File: src/design/rvx_ram.sv
// Generic single-write, single-read RAM with registered read data.
`default_nettype none
module rvx_ram #(
  parameter int WIDTH = 8,
  parameter int DEPTH = 256
) (
  input  wire logic                     clk,
  input  wire logic                     we,
  input  wire logic [$clog2(DEPTH)-1:0] waddr,
  input  wire logic [WIDTH-1:0]         wdata,
  input  wire logic                     re,
  input  wire logic [$clog2(DEPTH)-1:0] raddr,
  output      logic [WIDTH-1:0]         rdata
);

  logic [WIDTH-1:0] mem [DEPTH];

  always_ff @(posedge clk) begin
    if (we) begin
      mem[waddr] <= wdata;
    end
    if (re) begin
      rdata <= mem[raddr];
    end
  end

endmodule
`default_nettype wire

File: config.mk
export PLATFORM = sky130hd
export DESIGN_NAME = rvx_ram
export DESIGN_NICKNAME = d
export VERILOG_FILES = /design/src/design/rvx_ram.sv
export SDC_FILE = /design/constraint.sdc
export NUM_CORES = 2
export LEC_CHECK = 0
export ABC_AREA = 1
export ABC_CLOCK_PERIOD_IN_PS = 2000
export BUFFER_PORTS_ARGS = -buffer_cell sky130_fd_sc_hd__buf_2
export CORE_MARGIN = 2
export CORE_UTILIZATION = 57
export CTS_CLUSTER_DIAMETER = 100
export DETAILED_ROUTE_END_ITERATION = 8
export GPL_ROUTABILITY_DRIVEN = 1
export PLACE_DENSITY = 0.76
export SYNTH_ARGS = -nofsm -noshare
export SYNTH_HDL_FRONTEND = slang
export SYNTH_SLANG_ARGS = --single-unit
File: constraint.sdc
create_clock -name clk -period 2 [get_ports clk]
set_clock_uncertainty 0.2 [all_clocks]
set_input_delay 0.4 -clock clk [delete_from_list [all_inputs] [get_ports clk]]
set_output_delay 0.4 -clock clk [all_outputs]
set_load 0.01 [all_outputs]
==> flow_results.org <==
** Cells and area
- Total of fill cells in the finished design :: 9585
- The library cell used most frequently in the layout, excluding fill and tap cells, is sky130_fd_sc_hd__nand2_1.
- The count of cells in the finished layout, fillers not included, comes to 9574.
- Post-layout net count :: 7523
- In the layout the commonest cells are sky130_fd_sc_hd__nand2_1, sky130_fd_sc_hd__edfxtp_1, sky130_fd_sc_hd__nand3_1, sky130_fd_sc_hd__buf_4, sky130_fd_sc_hd__nor2_1.
- The area growth from synthesis to layout is 17.8%.
- Ratio of cells with drive above 1 in the final layout :: 0.147
- Post-Layout Inst Area :: 98300 um2
- At the end of the flow the core is filled with cells to 0.675.

** Clock network
- Root buffer cell :: sky130_fd_sc_hd__clkbuf_16
- Clock Latency Late Sink :: 0.84 ns
- CTS tree :: built
- Buffers from clock root to sink, at most :: 3
- Clock-pin slew reported for the worst setup and hold paths after clock tree synthesis :: 0.06 ns
- Counting every sink on the clock net gives 2056.
- The number of clock buffers added by TritonCTS is 196.
- Htree depth :: 4

** STA
- Worst max-slew margin expressed relative to the limit :: 0.481
- The hold violation total from the final report was 0.
- At the pin with the least slew margin, the transition time is 0.778 ns.
- Minimum clock period :: 2.29 ns
- For this run, the top clock speed supported by timing is 436 MHz.
- Dividing the final minimum period by the clock period gives 1.15.
- The number of slew-limit violations in the final report was 0.
- Setup slack on the critical path of the routed design comes to -0.293 ns.
- Number of failing setup endpoints in the final timing report :: 8
- Min Hold Slack :: 0.141 ns
- Setup repair after global routing missed its margin :: true

** Worst hold path
- The worst hold path was traced through 6 stages.
- Class of the tightest hold or removal check :: in -> reg

** Route
- Routed vias :: 58500
- 1st-iter DRT viols :: 8405
- Average wire per standard cell :: 23.9 um
- For this run, design rule violations remaining after detail routing come to 0.
- Number of iterations in the first detailed-routing pass :: 8
- Dividing the detail-routed via count by the number of cells gives 6.11.
- Total routed wirelength :: 228000 um
- The count of nets left with antenna violations once routing finished came out at 0.

** Setup path
- At the worst endpoint, the required time is 1.40 ns.
- Max incr delay on CP :: 0.67 ns
- Cell class contributing the biggest share of worst-path delay :: flip-flops
- Counting both buffers and inverters, the worst setup path holds a total of 1.
- In this run the number of cells on the critical path is 1.
- Data arrival time of the critical path :: 1.69 ns
- The critical path is of the reg -> out type.
- For the worst flop-to-flop path, the logic depth is 10.
- The critical path goes through buf_6.
- Capturing element type of the critical path :: output pin
- Critical path startpoint category :: flop
- Maximum fanout count along the critical path :: 1
- The slowest stage of the critical path is the sky130_fd_sc_hd__edfxtp_1 cell.

** Floorplan
- The core region is 146000 um2.
- The initial utilization of the core area, before any placement, comes to 0.573.
- Die area :: 150000 um2
- Chip height :: 387 um
- In this run the core area contains 140 standard-cell rows.
- Pin placement for this block handled 35 I/O pins.
- Die outline width :: 387 um

** Synthesis
- Synthesis produced 7003 cells.
- In this run the cell area of the synthesized design comes to 83500 um2.
- Of the synthesized area, sequential elements account for 0.740.
- The number of nets handed over by synthesis was 7030.
- A synthesized cell averages 11.9 um2.
- Counting flops and latches in the post-synthesis netlist gives 2056.
- For this run, the number of Yosys warnings is 0.
- The synthesized netlist contains 13 unique library cells.

** Pwr
- In this run the power density over the cells is 918 nW/um2.
- Worst vdd ir :: 0.743 mV
- Leakage Power :: 35.6 nW
- Power, Total :: 90.3 mW

** GRT
- Overflow left after global routing :: 0
- First-pass GRT wire length :: 341000 um
- Number of global-route vias before repair :: 56800
- Entering global routing, the biggest net connects 83 pins.
- For this run, the total global-route usage over all layers was measured as 0.302.
- Antenna violations before repair :: 6

** Placed design
- The count of buffers added on input and output ports is 34.
- Gpl congestion :: 0.940
- The wire-length estimate of the detail-placed layout is 142000 um.
- The number of placed instances, taps included, is 9198.
- Cell Area, Placed :: 91200 um2

** Run status
- The final reports fail on negative setup slack.
- Run status :: complete, but fails checks

** Run
- The tool flagged a number of max-cap violations equal to 0.
## flip-flops by register name, summed over array words and instances (netlist names)
register	flops
mem	2048
rdata	8
## cell type report
class / instances / area (um2) / share of cell area
sequential: 2056 / 61700 / 0.628
multi-input combinational: 4425 / 19700 / 0.200
timing repair buffer: 778 / 8070 / 0.0821
clock buffer: 239 / 5170 / 0.0526
tap: 1917 / 2400 / 0.0244
clock inverter: 113 / 1070 / 0.0109
inverter: 39 / 180 / 0.00183
antenna: 7 / 17.5 / 0.000178
## cell families after synthesis
| family | share of synthesized area |
|---|---|
| simple gates | 0.229 |
| flops | 0.740 |
| buf+inv | 0.0312 |
## worst paths after layout
kind | startpoint | endpoint | slack, ns
max | rdata[7]$_DFFE_PP_ | rdata[7] | -0.29
max reg2reg | mem[243][4]$_DFFE_PP_ | rdata[4]$_DFFE_PP_ | 0
min | waddr[5] | mem[13][2]$_DFFE_PP_ | 0.14
min reg2reg | mem[186][0]$_DFFE_PP_ | rdata[0]$_DFFE_PP_ | 0.90
## power by group
| part | switching, mW | internal, mW |
|---|---|---|
| Clock | 15.7 | 20.6 |
| Combinational | 4.38 | 2.04 |
| Sequential | 0.0554 | 47.5 |
| Total | 20.1 | 70.2 |
## cells in the mapped netlist
master                     instances  share of area
sky130_fd_sc_hd__nand2_1        2123          0.095
sky130_fd_sc_hd__inv_1            36         0.0016
sky130_fd_sc_hd__buf_2           268          0.016
sky130_fd_sc_hd__clkbuf_1        112         0.0050
sky130_fd_sc_hd__buf_6            16         0.0022
sky130_fd_sc_hd__nand3_1        2019           0.12
sky130_fd_sc_hd__inv_2             2       0.000090
sky130_fd_sc_hd__nor2_1          283          0.013
sky130_fd_sc_hd__buf_8             1        0.00018
sky130_fd_sc_hd__buf_1            40         0.0018
sky130_fd_sc_hd__inv_4             1       0.000075
sky130_fd_sc_hd__edfxtp_1       2056           0.74
sky130_fd_sc_hd__buf_4            46         0.0041
## through the flow
step                      TNS [ns]  setup WS [ns]
after floorplan             -20.13        -0.0915
after detailed placement   -134.03          -1.02
after global placement      -69.23         -0.998
after global routing         -1.31         -0.309
final                       -0.975         -0.293
after CTS                    -1.22         -0.267
## routing by layer
metal,global-route usage,vias up,wire length (um)
li1,-,25900,-
met1,0.402,28200,82900
met2,0.469,3850,106000
met3,0.0775,639,29300
met4,0.140,4,9950
met5,0,-,23
## what timing repair did
item,in CTS,in global routing
hold buffers,10,0
gates cloned,2,2
setup buffers,3,0
pin swaps,2,10
gates resized for setup,39,73
endpoints found under the setup margin,16,16
hold endpoints to repair,1287,0
(Power assumes the default switching activity.)
