**config.mk**
```make
export PLATFORM = sky130hd
export DESIGN_NAME = rvx_exec
export DESIGN_NICKNAME = d
export VERILOG_FILES = /design/src/design/rvx_pkg.sv /design/src/design/rvx_exec.sv
export SDC_FILE = /design/constraint.sdc
export NUM_CORES = 1
export LEC_CHECK = 0
export ABC_AREA = 1
export BUFFER_PORTS_ARGS = -buffer_cell sky130_fd_sc_hd__buf_4
export CELL_PAD_IN_SITES_DETAIL_PLACEMENT = 0
export CELL_PAD_IN_SITES_GLOBAL_PLACEMENT = 1
export CORE_MARGIN = 5
export CORE_UTILIZATION = 30
export DETAILED_ROUTE_END_ITERATION = 10
export PLACE_DENSITY_LB_ADDON = 0.1
export SYNTH_ARGS = -nofsm -noshare
export SYNTH_HDL_FRONTEND = slang
export SYNTH_SLANG_ARGS = --single-unit
```
**constraint.sdc**
```tcl
create_clock -name vclk -period 6.8
set_input_delay 0.68 -clock vclk [all_inputs]
set_output_delay 0.68 -clock vclk [all_outputs]
set_load 0.05 [all_outputs]
```
**src/design/rvx_pkg.sv**
```systemverilog
// Shared types and constants for the RV32I execute unit.
`default_nettype none
package rvx_pkg;

  localparam logic [6:0] OP_LUI    = 7'h37;
  localparam logic [6:0] OP_AUIPC  = 7'h17;
  localparam logic [6:0] OP_JAL    = 7'h6F;
  localparam logic [6:0] OP_JALR   = 7'h67;
  localparam logic [6:0] OP_BRANCH = 7'h63;
  localparam logic [6:0] OP_LOAD   = 7'h03;
  localparam logic [6:0] OP_STORE  = 7'h23;
  localparam logic [6:0] OP_IMM    = 7'h13;
  localparam logic [6:0] OP_REG    = 7'h33;
  localparam logic [6:0] OP_FENCE  = 7'h0F;
  localparam logic [6:0] OP_SYSTEM = 7'h73;

  localparam logic [31:0] WORD_ECALL  = 32'h0000_0073;
  localparam logic [31:0] WORD_EBREAK = 32'h0010_0073;

  localparam logic [6:0] F7_BASE = 7'h00;
  localparam logic [6:0] F7_ALT  = 7'h20;

  localparam logic [2:0] F3_ADD  = 3'd0;
  localparam logic [2:0] F3_SLL  = 3'd1;
  localparam logic [2:0] F3_SLT  = 3'd2;
  localparam logic [2:0] F3_SLTU = 3'd3;
  localparam logic [2:0] F3_XOR  = 3'd4;
  localparam logic [2:0] F3_SR   = 3'd5;
  localparam logic [2:0] F3_OR   = 3'd6;
  localparam logic [2:0] F3_AND  = 3'd7;

  localparam logic [2:0] F3_BEQ  = 3'd0;
  localparam logic [2:0] F3_BNE  = 3'd1;
  localparam logic [2:0] F3_BLT  = 3'd4;
  localparam logic [2:0] F3_BGE  = 3'd5;
  localparam logic [2:0] F3_BLTU = 3'd6;
  localparam logic [2:0] F3_BGEU = 3'd7;

  localparam logic [2:0] F3_LB   = 3'd0;
  localparam logic [2:0] F3_LH   = 3'd1;
  localparam logic [2:0] F3_LW   = 3'd2;
  localparam logic [2:0] F3_LBU  = 3'd4;
  localparam logic [2:0] F3_LHU  = 3'd5;

  localparam logic [4:0] REG_A7 = 5'd17;

  typedef enum logic [1:0] {
    ST_NORMAL  = 2'd0,
    ST_ECALL   = 2'd1,
    ST_BREAK   = 2'd2,
    ST_ILLEGAL = 2'd3
  } status_t;

  typedef struct packed {
    logic [31:0] npc;
    status_t     status;
    logic [31:0] call;
    logic        wr;
    logic [31:0] val;
    logic        load;
  } ex_res_t;

  typedef struct packed {
    logic        rd;
    logic        wr;
    logic [31:0] addr;
    logic [31:0] wdata;
    logic [2:0]  f3;
  } mem_req_t;

endpackage
`default_nettype wire

```
**src/design/rvx_exec.sv**
```systemverilog
// Decode, ALU, branch resolution and address generation.
`default_nettype none
module rvx_exec (
  input  wire logic [31:0]       ins,
  input  wire logic [31:0]       pc,
  input  wire logic [2:0]        len,
  input  wire logic [31:0]       a,
  input  wire logic [31:0]       b,
  output      rvx_pkg::ex_res_t  res,
  output      rvx_pkg::mem_req_t mreq
);
  import rvx_pkg::*;

  logic [6:0]  op;
  logic [2:0]  f3;
  logic [6:0]  f7;
  logic [31:0] imm_i, imm_s, imm_b, imm_u, imm_j;
  logic [31:0] fall;
  logic [31:0] op2;
  logic [4:0]  sh;
  logic [31:0] alu;
  logic        alu_ok;
  logic        take;

  assign op    = ins[6:0];
  assign f3    = ins[14:12];
  assign f7    = ins[31:25];
  assign imm_i = {{20{ins[31]}}, ins[31:20]};
  assign imm_s = {{20{ins[31]}}, ins[31:25], ins[11:7]};
  assign imm_b = {{19{ins[31]}}, ins[31], ins[7], ins[30:25], ins[11:8], 1'b0};
  assign imm_u = {ins[31:12], 12'b0};
  assign imm_j = {{11{ins[31]}}, ins[31], ins[19:12], ins[20], ins[30:21], 1'b0};
  assign fall  = pc + {29'b0, len};

  assign op2 = (op == OP_REG) ? b : imm_i;
  assign sh  = (op == OP_REG) ? b[4:0] : ins[24:20];

  // shared ALU for register and immediate forms
  always_comb begin
    alu    = '0;
    alu_ok = 1'b1;
    unique case (f3)
      F3_ADD: begin
        if (op == OP_REG && f7 == F7_ALT) alu = a - op2;
        else alu = a + op2;
        if (op == OP_REG && f7 != F7_BASE && f7 != F7_ALT) alu_ok = 1'b0;
      end
      F3_SLL: begin
        alu = a << sh;
        if (f7 != F7_BASE) alu_ok = 1'b0;
      end
      F3_SLT:  alu = {31'b0, $signed(a) < $signed(op2)};
      F3_SLTU: alu = {31'b0, a < op2};
      F3_XOR:  alu = a ^ op2;
      F3_SR: begin
        if (f7 == F7_ALT) alu = 32'($signed(a) >>> sh);
        else alu = a >> sh;
        if (f7 != F7_BASE && f7 != F7_ALT) alu_ok = 1'b0;
      end
      F3_OR:   alu = a | op2;
      F3_AND:  alu = a & op2;
      default: alu = '0;
    endcase
    // register form: only ADD/SUB and the right shifts take the alternate funct7
    if (op == OP_REG && f7 != F7_BASE && f3 != F3_ADD && f3 != F3_SR) alu_ok = 1'b0;
  end

  always_comb begin
    take = 1'b0;
    unique case (f3)
      F3_BEQ:  take = a == b;
      F3_BNE:  take = a != b;
      F3_BLT:  take = $signed(a) < $signed(b);
      F3_BGE:  take = $signed(a) >= $signed(b);
      F3_BLTU: take = a < b;
      F3_BGEU: take = a >= b;
      default: take = 1'b0;
    endcase
  end

  always_comb begin
    res        = '0;
    res.npc    = fall;
    res.status = ST_NORMAL;
    mreq       = '0;
    mreq.f3    = f3;
    mreq.wdata = b;
    mreq.addr  = a + imm_i;
    unique case (op)
      OP_LUI: begin
        res.wr  = 1'b1;
        res.val = imm_u;
      end
      OP_AUIPC: begin
        res.wr  = 1'b1;
        res.val = pc + imm_u;
      end
      OP_JAL: begin
        res.wr  = 1'b1;
        res.val = fall;
        res.npc = pc + imm_j;
      end
      OP_JALR: begin
        if (f3 != 3'd0) begin
          res.status = ST_ILLEGAL;
        end else begin
          res.wr  = 1'b1;
          res.val = fall;
          res.npc = (a + imm_i) & ~32'd1;
        end
      end
      OP_BRANCH: begin
        if (f3 == 3'd2 || f3 == 3'd3) res.status = ST_ILLEGAL;
        else if (take) res.npc = pc + imm_b;
      end
      OP_LOAD: begin
        if (f3 == F3_LB || f3 == F3_LH || f3 == F3_LW || f3 == F3_LBU || f3 == F3_LHU) begin
          res.wr   = 1'b1;
          res.load = 1'b1;
          mreq.rd  = 1'b1;
        end else begin
          res.status = ST_ILLEGAL;
        end
      end
      OP_STORE: begin
        mreq.addr = a + imm_s;
        if (f3 > 3'd2) res.status = ST_ILLEGAL;
        else mreq.wr = 1'b1;
      end
      OP_IMM, OP_REG: begin
        // immediate form has no funct7 except on the shifts
        if (alu_ok || (op == OP_IMM && f3 != F3_SLL && f3 != F3_SR)) begin
          res.wr  = 1'b1;
          res.val = alu;
        end else begin
          res.status = ST_ILLEGAL;
        end
      end
      OP_FENCE: begin
        if (f3 != 3'd0) res.status = ST_ILLEGAL;
      end
      OP_SYSTEM: begin
        if (ins == WORD_ECALL) begin
          res.status = ST_ECALL;
          res.call   = a;
        end else if (ins == WORD_EBREAK) begin
          res.status = ST_BREAK;
        end else begin
          res.status = ST_ILLEGAL;
        end
      end
      default: res.status = ST_ILLEGAL;
    endcase
    if (res.status == ST_BREAK || res.status == ST_ILLEGAL) begin
      res.npc = pc;
      res.wr  = 1'b0;
    end
  end

endmodule
`default_nettype wire

```
==> qor.yml <==
layout:
  fin_nets: 4517
  layout-drive-gt1-share_pct: 10.09
  seq_area_um2: 0
  fin_area_um2: 23270
  nFillCells: 8097
  num-clock-buffers: 0
  design.seq.count: 0
  area_growth_pct: 13.81
global_routing:
  grt_util_all_layers_pct: 34.81
  grt_max_degree: 77
  grt.overflow.total: 0
  grt_first_pass_wirelength_mm: 192.3
  grt_pass1_vias: 27760
  antenna_found_initial: 3
pwr:
  p_leak_nw: 11.72
  powerDensity_nw_per_um2: 98.08
  ir_drop_mv: 0.1366
  power.total_mw: 2.283
drt:
  first_pass_iters: 6
  drt_wl_total_mm: 135.6
  drcViolationCount: 0
  post_drt_wl_per_cell_um: 26.92
  detail_route.iter0.violations: 2626
  antenna_left: 0
  via_count: 28780
  routed_via_density: 5.712
floorplan:
  die_w_um: 271.1
  pin_count: 300
  core_um2: 67400
  initial_core_util_pct: 30.34
  die_height_um: 271.1
  rows: 95
  dieArea_um2: 73490
placed_design:
  postPlaceCellArea_um2: 23270
  globalplace.congestion: 1.020
  port-buffer-count: 300
  dp_hpwl_mm: 113.8
  place_ws_ps: 835.3
job:
  max_cap_viol_count: 0
timing:
  setup_viol: 0
  setup_tns_ps: 0
  setup_slack_ps: 741.9
  relSlewSlack_pct: 25.15
  rsz0062_at_grt: "false"
  finalHoldViolations: 0
  min_period_ps: 6058
  max_freq_mhz: 165.1
  worstMarginPinSlew_ps: 1116
  period_share_pct: 89.09
  slew_viol_final: 0
hold_path:
  hold_path.class: "in -> out"
critical_path:
  cp-start-kind: "input port"
  slowest_delay_ps: 570
  worstPathRequired_ps: 6120
  worst-path-buf-inv: 4
  arrival_ps: 5380
  endpoint_kind: "primary output"
  critPathMaxFanout: 22
  critPathSlowestCell: "nand2_1"
  critical_path_class: "in -> out"
  cp_common_cell: "nand2_1"
  cp_cell_sequence: "buf_4, inv_1, nand2_1, nor2_4, nand2_4, nand2_1, o21ai_0, ha_1, inv_1, a21oi_1, o21ai_0, a21oi_1, nor2_1, a2111oi_0, nand2_1, nand2_1, nand2_1, nand2_1, nand3_1, nand2_1, nand2_1, buf_4"
  crit_family: "simple AND/OR/NAND/NOR gates"
synth:
  syn_area_um2: 20450
  synth_area_per_cell_um2: 5.106
  synthCells: 4005
  yosysUniqueCellTypes: 60
  syn-num-nets: 4358
  ys_warn_count: 0
  ys_seq_area_share_pct: 0
clock_network:
  post_cts_buffers: 0
  ctsResizeCount: 0
  cts_hold_buf: 0
outcome:
  status: "finished clean"
-- cells in the mapped netlist, types with 13 or more instances --
cell / instances / area share [%]
a21oi_1: 308 / 7.5
buf_2: 47 / 1.2
o21ai_1: 49 / 1.2
a211oi_1: 22 / 0.81
nor2_1: 361 / 6.6
a31oi_1: 19 / 0.58
o22ai_1: 19 / 0.58
o21ai_0: 306 / 7.5
or2_2: 18 / 0.55
a21o_1: 13 / 0.48
xnor2_1: 26 / 1.1
ha_1: 215 / 13
nand3_1: 370 / 9.1
buf_4: 41 / 1.5
nand2_1: 1152 / 21
o21a_1: 16 / 0.59
inv_1: 488 / 9.0
clkbuf_1: 87 / 1.6
inv_2: 16 / 0.29
nand4_1: 34 / 1.0
o211ai_1: 59 / 2.2
nor3_1: 90 / 2.2
o21bai_1: 17 / 0.62
xor2_1: 78 / 3.3
buf_1: 18 / 0.33
-- placed cells by master (no fill, tap or decap), types with 9 or more instances in the layout --
master and instances:
nand2_1 1149, inv_1 488, nand3_1 370, nor2_1 358, buf_4 352, a21oi_1 308
o21ai_0 306, ha_1 215, nor3_1 90, xor2_1 78, o211ai_1 59, o21ai_1 48
nand4_1 34, xnor2_1 26, a211oi_1 22, o22ai_1 19, a31oi_1 19, or2_2 18
o21bai_1 17, inv_2 16, o21a_1 16, a21o_1 13, nor4_1 12, a221oi_1 12
mux2i_1 10, o2111ai_1 10, nand2_2 9
-- worst paths after layout --
path | depth (start not counted) | startpoint | slack [ps] | to
max | 22 | ins[2] | 740 | res[32]
min | 2 | b[6] | 1630 | mreq[9]
-- final cells by class --
class | instances | area [um2] | share of cell area, %
Timing Repair Buffer | 353 | 2663 | 11.44
Tap cell | 873 | 1092 | 4.693
Antenna cell | 3 | 7.507 | 0.03226
Inverter | 506 | 1899 | 8.161
Multi-Input combinational cell | 3303 | 17610 | 75.67
-- cells by family after synthesis --
group	after synthesis	share of synthesized area, %
simple gates	2072	42.37
compound gates	895	24.81
buf+inv	702	14.04
fa+ha+maj	222	13.84
xor+xnor	104	4.454
mux	10	0.4895
-- through the flow --
| step | std cells | hold slack (ps) | util, % |
|---|---|---|---|
| 5_1_grt | 5035 | 1638 | 34.52 |
| 3_3_place_gp | 5035 | 1631 | 34.52 |
| 2_1_floorplan | 4005 | 1527 | - |
| 3_5_place_dp | 5035 | 1631 | 34.52 |
| 4_1_cts | 5035 | 1632 | 34.52 |
| 6_report | 5038 | 1632 | 34.53 |
-- routing by layer --
layer	wire [um]	track usage (%)	vias up
met3	9922	4.111	245
li1	-	-	13590
met1	57690	45.95	13640
met5	13	0	-
met4	10040	19.98	2
met2	57950	54.75	1298
-- power by group --
group	switching, mW	internal (mW)
registers	0	0
clock network	0	0.0000000332
logic	1.65	0.636
total	1.65	0.636
(Power assumes the default switching activity.)
